`src/ktd_pkg.sv`:
```
// Shared types and constants for the key text decoder.
`default_nettype none
package ktd_pkg;

  localparam logic [1:0] ENC_RAW = 2'd0;
  localparam logic [1:0] ENC_HEX = 2'd1;
  localparam logic [1:0] ENC_B64 = 2'd2;

  localparam logic [2:0] ST_OK       = 3'd0;
  localparam logic [2:0] ST_HEX_ODD  = 3'd1;
  localparam logic [2:0] ST_HEX_BAD  = 3'd2;
  localparam logic [2:0] ST_MIXED    = 3'd3;
  localparam logic [2:0] ST_BAD_PAD  = 3'd4;
  localparam logic [2:0] ST_BAD_LEN  = 3'd5;
  localparam logic [2:0] ST_BAD_CHAR = 3'd6;
  localparam logic [2:0] ST_TRAIL    = 3'd7;

  typedef struct packed {
    logic [7:0] in_char;
    logic       char_present;
    logic       end_of_key;
  } in_item_t;

  typedef struct packed {
    logic [7:0] out_byte;
    logic       byte_present;
    logic       run_done;
    logic [2:0] status;
  } out_item_t;

  // Classified character, handed from front to back.
  typedef struct packed {
    logic [7:0] ch;
    logic       present;
    logic       last;
    logic       blank;
    logic       hex_ok;
    logic [3:0] hex_val;
    logic       b64_ok;
    logic [5:0] b64_val;
    logic       pad;
    logic       std_sym;
    logic       url_sym;
  } char_class_t;

endpackage
`default_nettype wire

```
`src/key_text_decoder_hex_base64.sv`:
```
// Top level of the key text decoder (raw, hex, base64).
//
//   channel  dir  handshake             payload
//   in       in   in_valid/in_ready     in_data  (ktd_pkg::in_item_t)
//   out      out  out_valid/out_ready   out_data (ktd_pkg::out_item_t)
//   cfg      in   cfg_valid/cfg_ready   cfg_data (encoding code)
//
// One character per cycle while the output is not stalled; a character that
// also ends the key gives its byte, then its status. Throughput is set by the
// back end's two result slots; the QUEUE_DEPTH queue absorbs output stalls.
// Reset is synchronous and clears the queue, decoder state and encoding.
`default_nettype none
module key_text_decoder_hex_base64 #(
  parameter int QUEUE_DEPTH = 4
) (
  input  wire                       clk,
  input  wire                       rst,
  input  wire                       in_valid,
  output logic                      in_ready,
  input  wire ktd_pkg::in_item_t    in_data,
  output logic                      out_valid,
  input  wire                       out_ready,
  output ktd_pkg::out_item_t        out_data,
  input  wire                       cfg_valid,
  output logic                      cfg_ready,
  input  wire [1:0]                 cfg_data
);

  logic [1:0]           enc_mode;
  ktd_pkg::char_class_t cls;
  ktd_pkg::char_class_t head;
  logic                 q_full, q_nempty, q_pop;

  assign cfg_ready = 1'b1;
  assign in_ready  = !q_full;

  always_ff @(posedge clk) begin
    if (rst) begin
      enc_mode <= ktd_pkg::ENC_RAW;
    end else if (cfg_valid) begin
      enc_mode <= cfg_data;
    end
  end

  ktd_front u_front (
    .in_data (in_data),
    .cls     (cls)
  );

  ktd_fifo #(.DEPTH(QUEUE_DEPTH)) u_fifo (
    .clk       (clk),
    .rst       (rst),
    .push      (in_valid && !q_full),
    .push_data (cls),
    .full      (q_full),
    .not_empty (q_nempty),
    .pop       (q_pop),
    .pop_data  (head)
  );

  ktd_back u_back (
    .clk       (clk),
    .rst       (rst),
    .enc_mode  (enc_mode),
    .item_valid(q_nempty),
    .item      (head),
    .item_pop  (q_pop),
    .out_valid (out_valid),
    .out_ready (out_ready),
    .out_data  (out_data)
  );

endmodule
`default_nettype wire

```
`src/ktd_front.sv`:
```
// Front end: accepts characters and classifies them for the decoder.
`default_nettype none
module ktd_front (
  input  wire ktd_pkg::in_item_t    in_data,
  output ktd_pkg::char_class_t      cls
);

  logic [7:0] c;

  always_comb begin
    c           = in_data.in_char;
    cls.ch      = c;
    cls.present = in_data.char_present;
    cls.last    = in_data.end_of_key;
    cls.blank   = (c == 8'd32) || (c >= 8'd9 && c <= 8'd13);
    cls.pad     = (c == 8'h3D);
    cls.std_sym = (c == 8'h2B) || (c == 8'h2F);
    cls.url_sym = (c == 8'h2D) || (c == 8'h5F);

    cls.hex_ok  = 1'b1;
    cls.hex_val = c[3:0];
    if (c >= 8'h30 && c <= 8'h39) begin
      cls.hex_val = c[3:0];
    end else if ((c >= 8'h61 && c <= 8'h66) || (c >= 8'h41 && c <= 8'h46)) begin
      cls.hex_val = 4'(c[3:0] + 4'd9);
    end else begin
      cls.hex_ok = 1'b0;
    end

    cls.b64_ok  = 1'b1;
    cls.b64_val = 6'd0;
    if (c >= 8'h41 && c <= 8'h5A) begin
      cls.b64_val = 6'(c - 8'd65);
    end else if (c >= 8'h61 && c <= 8'h7A) begin
      cls.b64_val = 6'(c - 8'd71);
    end else if (c >= 8'h30 && c <= 8'h39) begin
      cls.b64_val = 6'(c + 8'd4);
    end else if (cls.std_sym || cls.url_sym) begin
      cls.b64_val = (c == 8'h2B || c == 8'h2D) ? 6'd62 : 6'd63;
    end else begin
      cls.b64_ok = 1'b0;
    end
  end

endmodule
`default_nettype wire

```
`src/ktd_fifo.sv`:
```
// Short queue of classified characters between front and back.
`default_nettype none
module ktd_fifo #(
  parameter int DEPTH = 4
) (
  input  wire                        clk,
  input  wire                        rst,
  input  wire                        push,
  input  wire ktd_pkg::char_class_t  push_data,
  output logic                       full,
  output logic                       not_empty,
  input  wire                        pop,
  output ktd_pkg::char_class_t       pop_data
);

  localparam int PW = (DEPTH > 1) ? $clog2(DEPTH) : 1;
  localparam int CW = $clog2(DEPTH + 1);

  ktd_pkg::char_class_t mem [DEPTH];
  logic [PW-1:0] wr_ptr;
  logic [PW-1:0] rd_ptr;
  logic [CW-1:0] count;

  assign full      = (count == CW'(DEPTH));
  assign not_empty = (count != '0);
  assign pop_data  = mem[rd_ptr];

  always_ff @(posedge clk) begin
    if (push) begin
      mem[wr_ptr] <= push_data;
    end
  end

  always_ff @(posedge clk) begin
    if (rst) begin
      wr_ptr <= '0;
      rd_ptr <= '0;
      count  <= '0;
    end else begin
      if (push) begin
        wr_ptr <= (wr_ptr == PW'(DEPTH - 1)) ? '0 : PW'(wr_ptr + 1'b1);
      end
      if (pop) begin
        rd_ptr <= (rd_ptr == PW'(DEPTH - 1)) ? '0 : PW'(rd_ptr + 1'b1);
      end
      if (push && !pop) begin
        count <= CW'(count + 1'b1);
      end else if (pop && !push) begin
        count <= CW'(count - 1'b1);
      end
    end
  end

  a_count_range: assert property (@(posedge clk) disable iff (rst)
    count <= CW'(DEPTH)) else $error("queue count overflow");
  a_no_pop_empty: assert property (@(posedge clk) disable iff (rst)
    pop |-> not_empty) else $error("pop from empty queue");
  a_no_push_full: assert property (@(posedge clk) disable iff (rst)
    push |-> !full) else $error("push into full queue");

endmodule
`default_nettype wire

```
`src/ktd_back.sv`:
```
// Back end: decoder state, byte assembly, status and result slots.
`default_nettype none
module ktd_back (
  input  wire                        clk,
  input  wire                        rst,
  input  wire [1:0]                  enc_mode,
  input  wire                        item_valid,
  input  wire ktd_pkg::char_class_t  item,
  output logic                       item_pop,
  output logic                       out_valid,
  input  wire                        out_ready,
  output ktd_pkg::out_item_t         out_data
);

  logic [11:0] acc, acc_next;
  logic [3:0]  pb, pb_next;
  logic [3:0]  hn, hn_next;
  logic        par, par_next;
  logic [1:0]  dc, dc_next;
  logic [1:0]  pc, pc_next;
  logic        ps, ps_next;
  logic        cap, cap_next;
  logic        stds, stds_next;
  logic        urls, urls_next;
  logic        inv, inv_next;

  logic        byte_v, stat_v;
  logic [7:0]  byte_q;
  logic [2:0]  stat_q;

  logic        emit;
  logic [7:0]  ebyte;
  logic [2:0]  stat_c;
  logic [3:0]  pb_sum;
  logic [11:0] acc_sh;
  logic [11:0] mask;
  logic [1:0]  expected;
  logic        hex_mode, b64_mode, can_take;

  assign hex_mode = (enc_mode == ktd_pkg::ENC_HEX);
  assign b64_mode = (enc_mode == ktd_pkg::ENC_B64);

  always_comb begin
    acc_next  = acc;
    pb_next   = pb;
    hn_next   = hn;
    par_next  = par;
    dc_next   = dc;
    pc_next   = pc;
    ps_next   = ps;
    cap_next  = cap;
    stds_next = stds;
    urls_next = urls;
    inv_next  = inv;
    emit      = 1'b0;
    ebyte     = item.ch;
    acc_sh    = {acc[5:0], item.b64_val};
    pb_sum    = 4'(pb + 4'd6);

    if (item.present) begin
      if (!hex_mode && !b64_mode) begin
        emit = 1'b1;
      end else if (item.blank) begin
        emit = 1'b0;
      end else if (hex_mode) begin
        if (!par) begin
          par_next = 1'b1;
          if (!item.hex_ok) inv_next = 1'b1;
          else hn_next = item.hex_val;
        end else begin
          par_next = 1'b0;
          if (!item.hex_ok) begin
            inv_next = 1'b1;
          end else if (!inv) begin
            emit  = 1'b1;
            ebyte = {hn, item.hex_val};
          end
        end
      end else begin
        if (item.std_sym) stds_next = 1'b1;
        if (item.url_sym) urls_next = 1'b1;
        if (item.pad) begin
          ps_next = 1'b1;
          if (pc != 2'd3) pc_next = 2'(pc + 2'd1);
        end else if (ps) begin
          cap_next = 1'b1;
        end else begin
          dc_next = 2'(dc + 2'd1);
          if (!item.b64_ok) begin
            inv_next = 1'b1;
          end else if (!inv) begin
            acc_next = acc_sh;
            pb_next  = pb_sum;
            if (pb_sum >= 4'd8) begin
              pb_next = 4'(pb_sum - 4'd8);
              emit    = 1'b1;
              ebyte   = 8'(acc_sh >> 4'(pb_sum - 4'd8));
            end
          end
        end
      end
    end

    // status uses the state after this character
    expected = 2'(2'd0 - dc_next);
    mask     = 12'((12'd1 << pb_next) - 12'd1);
    stat_c   = ktd_pkg::ST_OK;
    if (hex_mode) begin
      if (par_next) stat_c = ktd_pkg::ST_HEX_ODD;
      else if (inv_next) stat_c = ktd_pkg::ST_HEX_BAD;
    end else if (b64_mode) begin
      if (stds_next && urls_next) begin
        stat_c = ktd_pkg::ST_MIXED;
      end else if (ps_next && (cap_next || pc_next == 2'd3 || expected != pc_next)) begin
        stat_c = ktd_pkg::ST_BAD_PAD;
      end else if (dc_next == 2'd1) begin
        stat_c = ktd_pkg::ST_BAD_LEN;
      end else if (inv_next) begin
        stat_c = ktd_pkg::ST_BAD_CHAR;
      end else if (pb_next != 4'd0 && pb_next < 4'd12 && (acc_next & mask) != 12'd0) begin
        stat_c = ktd_pkg::ST_TRAIL;
      end
    end

    if (item.last) begin
      acc_next  = '0;
      pb_next   = '0;
      hn_next   = '0;
      par_next  = 1'b0;
      dc_next   = '0;
      pc_next   = '0;
      ps_next   = 1'b0;
      cap_next  = 1'b0;
      stds_next = 1'b0;
      urls_next = 1'b0;
      inv_next  = 1'b0;
    end
  end

  assign can_take = (!byte_v && !stat_v) || (out_ready && (byte_v ^ stat_v));
  assign item_pop = item_valid && can_take;
  assign out_valid = byte_v || stat_v;

  always_comb begin
    out_data.out_byte     = byte_v ? byte_q : 8'd0;
    out_data.byte_present = byte_v;
    out_data.run_done     = !byte_v;
    out_data.status       = byte_v ? ktd_pkg::ST_OK : stat_q;
  end

  always_ff @(posedge clk) begin
    if (rst) begin
      acc    <= '0;
      pb     <= '0;
      hn     <= '0;
      par    <= 1'b0;
      dc     <= '0;
      pc     <= '0;
      ps     <= 1'b0;
      cap    <= 1'b0;
      stds   <= 1'b0;
      urls   <= 1'b0;
      inv    <= 1'b0;
      byte_v <= 1'b0;
      stat_v <= 1'b0;
    end else if (item_pop) begin
      acc    <= acc_next;
      pb     <= pb_next;
      hn     <= hn_next;
      par    <= par_next;
      dc     <= dc_next;
      pc     <= pc_next;
      ps     <= ps_next;
      cap    <= cap_next;
      stds   <= stds_next;
      urls   <= urls_next;
      inv    <= inv_next;
      byte_v <= emit;
      stat_v <= item.last;
    end else if (out_valid && out_ready) begin
      if (byte_v) byte_v <= 1'b0;
      else stat_v <= 1'b0;
    end
  end

  always_ff @(posedge clk) begin
    if (item_pop) begin
      byte_q <= ebyte;
      stat_q <= stat_c;
    end
  end

  a_pb_even: assert property (@(posedge clk) disable iff (rst)
    !pb[0] && pb <= 4'd6) else $error("pending bit count out of range");
  a_status_follows: assert property (@(posedge clk) disable iff (rst)
    byte_v && stat_v && out_ready |=> stat_v && !byte_v)
    else $error("status did not follow its byte");
  a_reset_idle: assert property (@(posedge clk)
    rst |=> !out_valid) else $error("result pending after reset");

endmodule
`default_nettype wire
```
`config.mk`:
```
export PLATFORM = sky130hd
export DESIGN_NAME = key_text_decoder_hex_base64
export DESIGN_NICKNAME = d
export VERILOG_FILES = /design/src/ktd_pkg.sv /design/src/key_text_decoder_hex_base64.sv /design/src/ktd_front.sv /design/src/ktd_fifo.sv /design/src/ktd_back.sv
export SDC_FILE = /design/constraint.sdc
export NUM_CORES = 1
export LEC_CHECK = 0
export BUFFER_PORTS_ARGS = -buffer_cell sky130_fd_sc_hd__buf_2
export CAP_MARGIN = 10
export CORE_MARGIN = 5
export CORE_UTILIZATION = 60
export CTS_CLUSTER_SIZE = 16
export DETAILED_ROUTE_END_ITERATION = 8
export GPL_ROUTABILITY_DRIVEN = 0
export GPL_TIMING_DRIVEN = 0
export PLACE_DENSITY_LB_ADDON = 0.25
export SYNTH_ARGS = -nofsm -noshare
export SYNTH_HDL_FRONTEND = slang
export SYNTH_SLANG_ARGS = --single-unit
```
`constraint.sdc`:
```
create_clock -name clk -period 5.2 [get_ports clk]
set_input_delay 1.56 -clock clk [delete_from_list [all_inputs] [get_ports clk]]
set_output_delay 1.56 -clock clk [all_outputs]
set_load 0.005 [all_outputs]
```
# [After elaboration in Yosys (flattened, before gate mapping)]
# Memories as Yosys holds them, arrays and structs flattened. A register that Yosys moved wholly into a read port is not among the register bits.
# Cells that the tools add are included.
[op_classes] addsub=14 order_cmp=12 eq_ne=19 n_shift=2 muxes=141 n_bitwise=2 n_reduce_logical=45
[ops] cell="two-way mux 12 bit" count=9
[ops] cell="two-way mux 8 bit" count=13
[ops] cell="two-way mux 4 bit" count=19
[ops] cell="two-way mux 1 bit" count=66
[ops] cell="equality test 8 x 6 -> 1 bit, second input constant" count=5
[ops] cell="two-way mux 2 bit" count=19
[ops] cell="two-way mux 3 bit" count=11
[ops] cell="<= comparator 8 x 7 -> 1 bit, second input constant" count=4
[ops] cell="two-way mux 6 bit" count=4
[ops] cell="logical AND 1 bit" count=18
[ops] cell=">= comparator 8 x 7 -> 1 bit, second input constant" count=2
[ops] cell="bitwise AND 12 bit" count=1
[ops] cell="nonzero test 12 bit" count=1
[ops] cell="<< shifter 1 x 4 -> 12 bit, first input constant" count=1
[ops] cell=">> shifter 12 x 4 -> 8 bit" count=1
[ops] cell="subtractor 12 x 1 -> 12 bit, second input constant" count=1
[ops] cell="logical OR 1 bit" count=10
[ops] cell="nonzero test 2 bit" count=5
[ops] cell="adder 2 x 1 -> 2 bit, second input constant" count=4
[ops] cell="equality test 2 bit, second input constant" count=4
[ops] cell="equality test 8 x 7 -> 1 bit, second input constant" count=1
[ops] cell=">= comparator 8 x 4 -> 1 bit, second input constant" count=1
[ops] cell=">= comparator 8 x 6 -> 1 bit, second input constant" count=1
[ops] cell="<= comparator 8 x 4 -> 1 bit, second input constant" count=1
[ops] cell="other kinds (23)" count=33
[totals] ff_bits=52 ram_bits=104 inputBits=17 output_inout_bits=16 wordCells=255 mem_count=1
[mem_list] memory="u_fifo.mem" words=4 word_bits=26 read_ports=1 rd_ports_with_merged_regs=1 write_ports=1 line_no="ktd_fifo.sv:19" text="ktd_pkg::char_class_t mem [DEPTH];"

# [Depth between registers and ports, before layout]
[depth] depth_word=23 ltp_mapped=21 mapped_depth_nobuf=19

# [Cells and area by module]
# From an unflattened synthesis, not the netlist that was laid out.
[unflattened] hier_cells=683 area_unflattened_um2=8130.3
[by_module_without_submodules] mod="ktd_fifo" instances=1 cells_per_inst=180 area_per_inst_um2=4239.1 seq_area_each_um2=3303.2
[by_module_without_submodules] mod="ktd_back" instances=1 cells_per_inst=363 area_per_inst_um2=2871.5 seq_area_each_um2=950.9
[by_module_without_submodules] mod="ktd_front" instances=1 cells_per_inst=130 area_per_inst_um2=930.9 seq_area_each_um2=0.0
[by_module_without_submodules] mod="key_text_decoder_hex_base64" instances=1 cells_per_inst=10 area_per_inst_um2=88.8 seq_area_each_um2=40.0

# [Least setup slack after synthesis]
# Ideal clock, no wire load.
[synth_path] kind="flip-flop to flip-flop" startpoint="register enc_mode[0]" endpoint="register u_back.stat_q[0], data pin" setup_ns=0.257 t_arrival_ns=3.744 t_required_ns=4.943 slack_ns=1.198 path_stages_with_launch=21 path_buffers=3 period_less_slack_ns=4.002 cell_sequence="dfxtp_1 > inv_1 > ha_1 > nor2b_1 > a22oi_2 > nor4_4 > a21oi_2 > or2_1 > buf_6 > buf_8 > nor2_1 > inv_1 > ha_1 > clkbuf_1 > o31ai_1 > nand2_1 > a22o_1 > a221oi_1 > a221oi_2 > a221o_1 > o2bb2ai_1"
[synth_between] elab_chain_len=17 elab_cells_between_ends=69 classes_between="add/sub: 2; order compare: 1; eq/ne: 5; shift: 1; mux: 48; bitwise: 1; reduce/logical: 11"
[synth_lines] element="start, declared" line_no="key_text_decoder_hex_base64.sv:29" text="logic [1:0] enc_mode;"
[synth_lines] element="start signal, assigned" line_no="key_text_decoder_hex_base64.sv:39" text="enc_mode <= ktd_pkg::ENC_RAW;"
[synth_lines] element="start signal, assigned" line_no="key_text_decoder_hex_base64.sv:41" text="enc_mode <= cfg_data;"
[synth_lines] element="equality test 2 x 1 -> 1 bit / equality test 2 bit (equally long branches)" line_no="ktd_back.sv:40, ktd_back.sv:41"
[synth_lines] element="two-way mux 4 bit / logical NOT 1 bit (equally long branches)" line_no="ktd_back.sv:65, ktd_back.sv:61"
[synth_lines] element="two-way mux 4 bit / logical AND 1 bit (equally long branches)" line_no="ktd_back.sv:63, ktd_back.sv:61"
[synth_lines] element="two-way mux 4 bit" line_no="ktd_back.sv:61" text="if (!hex_mode && !b64_mode) begin"
[synth_lines] element="two-way mux 4 bit" line_no="ktd_back.sv:60" text="if (item.present) begin"
[synth_lines] element="<< shifter 1 x 4 -> 12 bit" line_no="ktd_back.sv:106" text="mask = 12'((12'd1 << pb_next) - 12'd1);"
[synth_lines] element="subtractor 12 x 1 -> 12 bit" line_no="ktd_back.sv:106"
[synth_lines] element="bitwise AND 12 bit" line_no="ktd_back.sv:120" text="end else if (pb_next != 4'd0 && pb_next < 4'd12 && (acc_next & mask) != 12'd0) begin"
[synth_lines] element="(+2 left out)"
[synth_lines] element="two-way mux 3 bit" line_no="ktd_back.sv:120"
[synth_lines] element="two-way mux 3 bit" line_no="ktd_back.sv:118" text="end else if (inv_next) begin"
[synth_lines] element="two-way mux 3 bit" line_no="ktd_back.sv:116" text="end else if (dc_next == 2'd1) begin"
[synth_lines] element="two-way mux 3 bit" line_no="ktd_back.sv:114" text="end else if (ps_next && (cap_next || pc_next == 2'd3 || expected != pc_next)) begin"
[synth_lines] element="two-way mux 3 bit" line_no="ktd_back.sv:112" text="if (stds_next && urls_next) begin"
[synth_lines] element="two-way mux 3 bit" line_no="ktd_back.sv:111" text="end else if (b64_mode) begin"
[synth_lines] element="two-way mux 3 bit *" line_no="ktd_back.sv:108" text="if (hex_mode) begin"
[synth_lines] element="via u_back.stat_c[0]" line_no="ktd_back.sv:33" text="logic [2:0] stat_c;"
[synth_lines] element="end signal, assigned" line_no="ktd_back.sv:189" text="stat_q <= stat_c;"
[synth_lines] element="end, declared" line_no="ktd_back.sv:29" text="logic [2:0] stat_q;"
# Mark *: on every way through the listed nets, which the timed path passes. The rest lies on a longest branch.
# A chain may end at the register's enable or synchronous reset.

# [Worst setup path after layout]
[layout_path] startpoint="register enc_mode[0]" endpoint="register u_back.stat_q[2], data pin"
[layout_between] elab_chain_len=17 elab_cells_between_ends=64 classes_between="add/sub: 2; order compare: 1; eq/ne: 5; shift: 1; mux: 43; bitwise: 1; reduce/logical: 11"
[layout_lines] element="equality test 2 x 1 -> 1 bit / equality test 2 bit (equally long branches)" line_no="ktd_back.sv:40, ktd_back.sv:41"
[layout_lines] element="two-way mux 4 bit / logical NOT 1 bit (equally long branches)" line_no="ktd_back.sv:65, ktd_back.sv:61"
[layout_lines] element="two-way mux 4 bit / logical AND 1 bit (equally long branches)" line_no="ktd_back.sv:63, ktd_back.sv:61"
[layout_lines] element="two-way mux 4 bit" line_no="ktd_back.sv:61"
[layout_lines] element="two-way mux 4 bit" line_no="ktd_back.sv:60"
[layout_lines] element="<< shifter 1 x 4 -> 12 bit" line_no="ktd_back.sv:106"
[layout_lines] element="subtractor 12 x 1 -> 12 bit" line_no="ktd_back.sv:106"
[layout_lines] element="bitwise AND 12 bit" line_no="ktd_back.sv:120"
[layout_lines] element="nonzero test 12 bit" line_no="ktd_back.sv:120"
[layout_lines] element="logical AND 1 bit" line_no="ktd_back.sv:120"
[layout_lines] element="two-way mux 3 bit" line_no="ktd_back.sv:120"
[layout_lines] element="two-way mux 3 bit" line_no="ktd_back.sv:118"
[layout_lines] element="two-way mux 3 bit" line_no="ktd_back.sv:116"
[layout_lines] element="two-way mux 3 bit" line_no="ktd_back.sv:114"
[layout_lines] element="two-way mux 3 bit" line_no="ktd_back.sv:112"
[layout_lines] element="two-way mux 3 bit" line_no="ktd_back.sv:111"
[layout_lines] element="two-way mux 3 bit *" line_no="ktd_back.sv:108"
# Mark *: on every way between the ends. The rest lies on a longest branch, timed or not.

==> results.md <==
- Area of the multi-input gates: 3220 µm²
- Clk root buf: clkbuf_16
- Post-CTS Hold Buffers: 0
- RSZ-0062 raised after global routing: false
- # clock sinks: 157
- Final hold vios: 0
- Worst Skew: 0.0126 ns
- Critical path's largest stage delay: 0.54 ns
- Layout cells sized above 1: 15.9%
- Clock Path Buffers: 2
- Area Overhead vs Synth: 14.3%
- Flop pwr share: 39.1%
- R2R Path Start: enc_mode[0]$_SDFFE_PP0P_
- Routed Wire Length: 18300 µm
- CTS tree: done
- Final Cycle Share: 91.2%
- Clk_lat worst skew: 0.43 ns
- Worst Hold Launch: u_fifo.rd_ptr[1]$_SDFFE_PP0P_
- Pin count of the biggest net entering global routing: 21
- Initial drt markers: 602
- Initial antenna violation count: 0
- WL/cell: 20.0 µm
- Gate Count Post-Synth: 674
- Routed vias/inst: 6.31
- Combinational share of power: 28.0%
- Ant diodes: 0
- Ports: 33
- Crit path cell chain: inv_1 -> ha_1 -> nor2b_1 -> a22oi_2 -> or4_4 -> nor3_2 -> or2_1 -> buf_6 -> buf_8 -> nor2_1 -> inv_1 -> ha_1 -> clkbuf_1 -> o21ai_0 -> a21oi_1 -> a31oi_1 -> and4b_1 -> a221oi_2 -> nor2_1 -> a2111oi_2
- Final #Nets: 768
- Die span in y: 124 µm
- Worst-margin pin slew: 1.16 ns
- Fin crit period: 4.74 ns
- Max-cap viol count: 0
- P per Cell Area: 453 nW/µm²
- GRT Util Overall: 25.3%
- CP Launch Type: flip-flop
- Core Region: 12700 µm²
- Synth Register Bits: 157
- Vias in the first global route: 5662
- Vias: 5764
- Initial core utilization: 61.7%
- Final Max Slew Viols: 0
- Max FO, Critical Path: 10
- Syn avg cell area: 11.6 µm²
- Maximum vdd drop: 0.233 mV
- Synthesized cell area: 7820 µm²
- Worst Path Required: 5.43 ns
- Max Clk Rate: 0.211 GHz
- Storage cell area: 4290 µm²
- Register area share after synthesis: 54.9%
- YS warnings: 0
- Slew HR: 22.6%
- Buf+Inv Stages, Crit Path: 5
- Cell family with most CP delay: simple AND/OR/NAND/NOR gates
- Setup TNS: 0 ns
- Drt drc: 0
- DR pass1 iterations: 5
- NetSw: 1.27 mW
- CP startpoint: enc_mode[0]$_SDFFE_PP0P_
- IO Port Bufs: 30
- H-tree levels: 4
- Final Util: 70.5%
- Reg clk slew, reported paths: 0.06 ns
- Yosys cell types: 73
- Grt ovf: 0
- Total CTS buffers: 17
- Final-report setup violation count: 0
- DP HPWL: 12800 µm
- Reg-to-reg slack, setup: 0.46 ns
- CP max-delay cell: or4_4
- Post-synth EDFFs: 115
- P_leak: 3.13 nW
- Worst min path class: flip-flop to flip-flop
- Crit Path Class: flip-flop to flip-flop
- Clk pwr share: 32.9%
- Total internal power: 2.77 mW
- Cell Rows: 41
- Ys async rst share: 0%
- Most used DFF post-synth: edfxtp_1
- Routed Antenna Nets: 0
- Sw frac: 31.5%
- Critical Path AT: 4.97 ns
- Die width: 124 µm
- First-pass GRT wire length: 29200 µm
- CP endpoint kind: flip-flop
- Die area: 15400 µm²
- Status: finished, final reports clean
- Fillcell total: 889
metrics by stage:
stage / std cells / worst slack (ns) / power, mW / hold slack (ns) / instance area [µm²]
CTS: 913 / 0.358 / 4.05 / 0.497 / 8930
global placement: 877 / 0.591 / 2.65 / 0.450 / 8190
floorplan: 675 / 1.20 / 2.36 / 0.438 / 7820
global route: 913 / 0.166 / 4.22 / 0.518 / 8930
detailed placement: 881 / 0.371 / 2.73 / 0.483 / 8300
finish: 913 / 0.455 / 4.04 / 0.496 / 8930
cells in the final DEF (no fill, tap or decap), types with 14 or more instances in the layout:
master       n
nand2_1     46
edfxtp_1   115
o21ai_0     17
dfxtp_1     42
inv_1       27
nor2_1      83
a22oi_1     17
mux2i_1     19
clkbuf_16   17
mux4_2      24
clkbuf_1    35
nand3_1     14
ha_1        22
a21oi_1     40
buf_2       32
Yosys cell counts, drive strengths merged, types with 14 or more instances:
cell | instances | area share [%]
nand3 | 14 | 0.90
edfxtp | 115 | 44
nor2 | 83 | 4.0
dfxtp | 42 | 11
nor3 | 15 | 1.0
mux4 | 24 | 6.9
mux2i | 19 | 2.4
a22oi | 19 | 2.0
o21ai | 19 | 1.2
inv | 28 | 1.3
a21oi | 41 | 2.7
clkbuf | 36 | 1.8
nand2 | 46 | 2.2
ha | 22 | 3.5
path summary, 6_finish.rpt:
path | depth (start not counted) | endpoint
setup / recovery | 20 | u_back.stat_q[2]$_SDFFCE_PP0P_
hold reg to reg | 2 | flip-flop
setup reg to reg | 20 | u_back.stat_q[2]$_SDFFCE_PP0P_
hold / removal | 2 | flip-flop
registers in the layout, indices dropped and copies added, names as in the netlist, 2 cells and up, named ones only:
| name | count |
|---|---|
| enc_mode | 2 |
| u_back.acc | 12 |
| u_back.byte_q | 8 |
| u_back.dc | 2 |
| u_back.hn | 4 |
| u_back.pb | 3 |
| u_back.pc | 2 |
| u_back.stat_q | 3 |
| u_fifo.count | 3 |
| u_fifo.mem | 104 |
| u_fifo.rd_ptr | 2 |
| u_fifo.wr_ptr | 2 |
tightest hold or removal path, delay by kind of cell (launching register included):
family           cells  cell delay [ns]
AO/OA/AOI/OAI        1             0.07
AND/OR/NAND/NOR      1             0.05
flip-flops           1             0.31
power groups by stage:
| stage | registers, mW | clock network (mW) | logic (mW) |
|---|---|---|---|
| 2_1_floorplan | 1.59 | 0 | 0.774 |
| 3_3_place_gp | 1.60 | 0 | 1.06 |
| 3_5_place_dp | 1.61 | 0 | 1.12 |
| 4_1_cts | 1.58 | 1.34 | 1.13 |
| 5_1_grt | 1.59 | 1.40 | 1.23 |
| 6_report | 1.58 | 1.33 | 1.13 |
cells by family after synthesis:
family	share of synthesized area [%]
AND/OR/NAND/NOR	13.4
flip-flops	54.9
AO/OA/AOI/OAI	12.3
buffers and inverters	4.02
multiplexers	10.1
adder cells (fa/ha/maj)	3.78
XOR/XNOR	1.46
other	0.0480
layer usage:
metal	share of wire (%)	global-route usage, %	up-vias
met5	0	0	-
met3	5.8	5.36	49
li1	-	-	2624
met2	51	42.9	256
met1	40	32.0	2835
met4	2.9	9.79	0
cell type report:
class,instances,area share [%]
flip-flops and latches,157,48.1
multi-input cells,445,36.0
clock buffers,17,4.76
repair buffers,34,2.91
well taps,172,2.41
clock inverters,15,2.34
plain buffers,45,2.34
inverters,28,1.18
what timing repair did:
item	CTS	global route
endpoints found under the setup margin	0	1
buffers inserted	0	0
resized for setup	0	1
(Power assumes the default switching activity.)
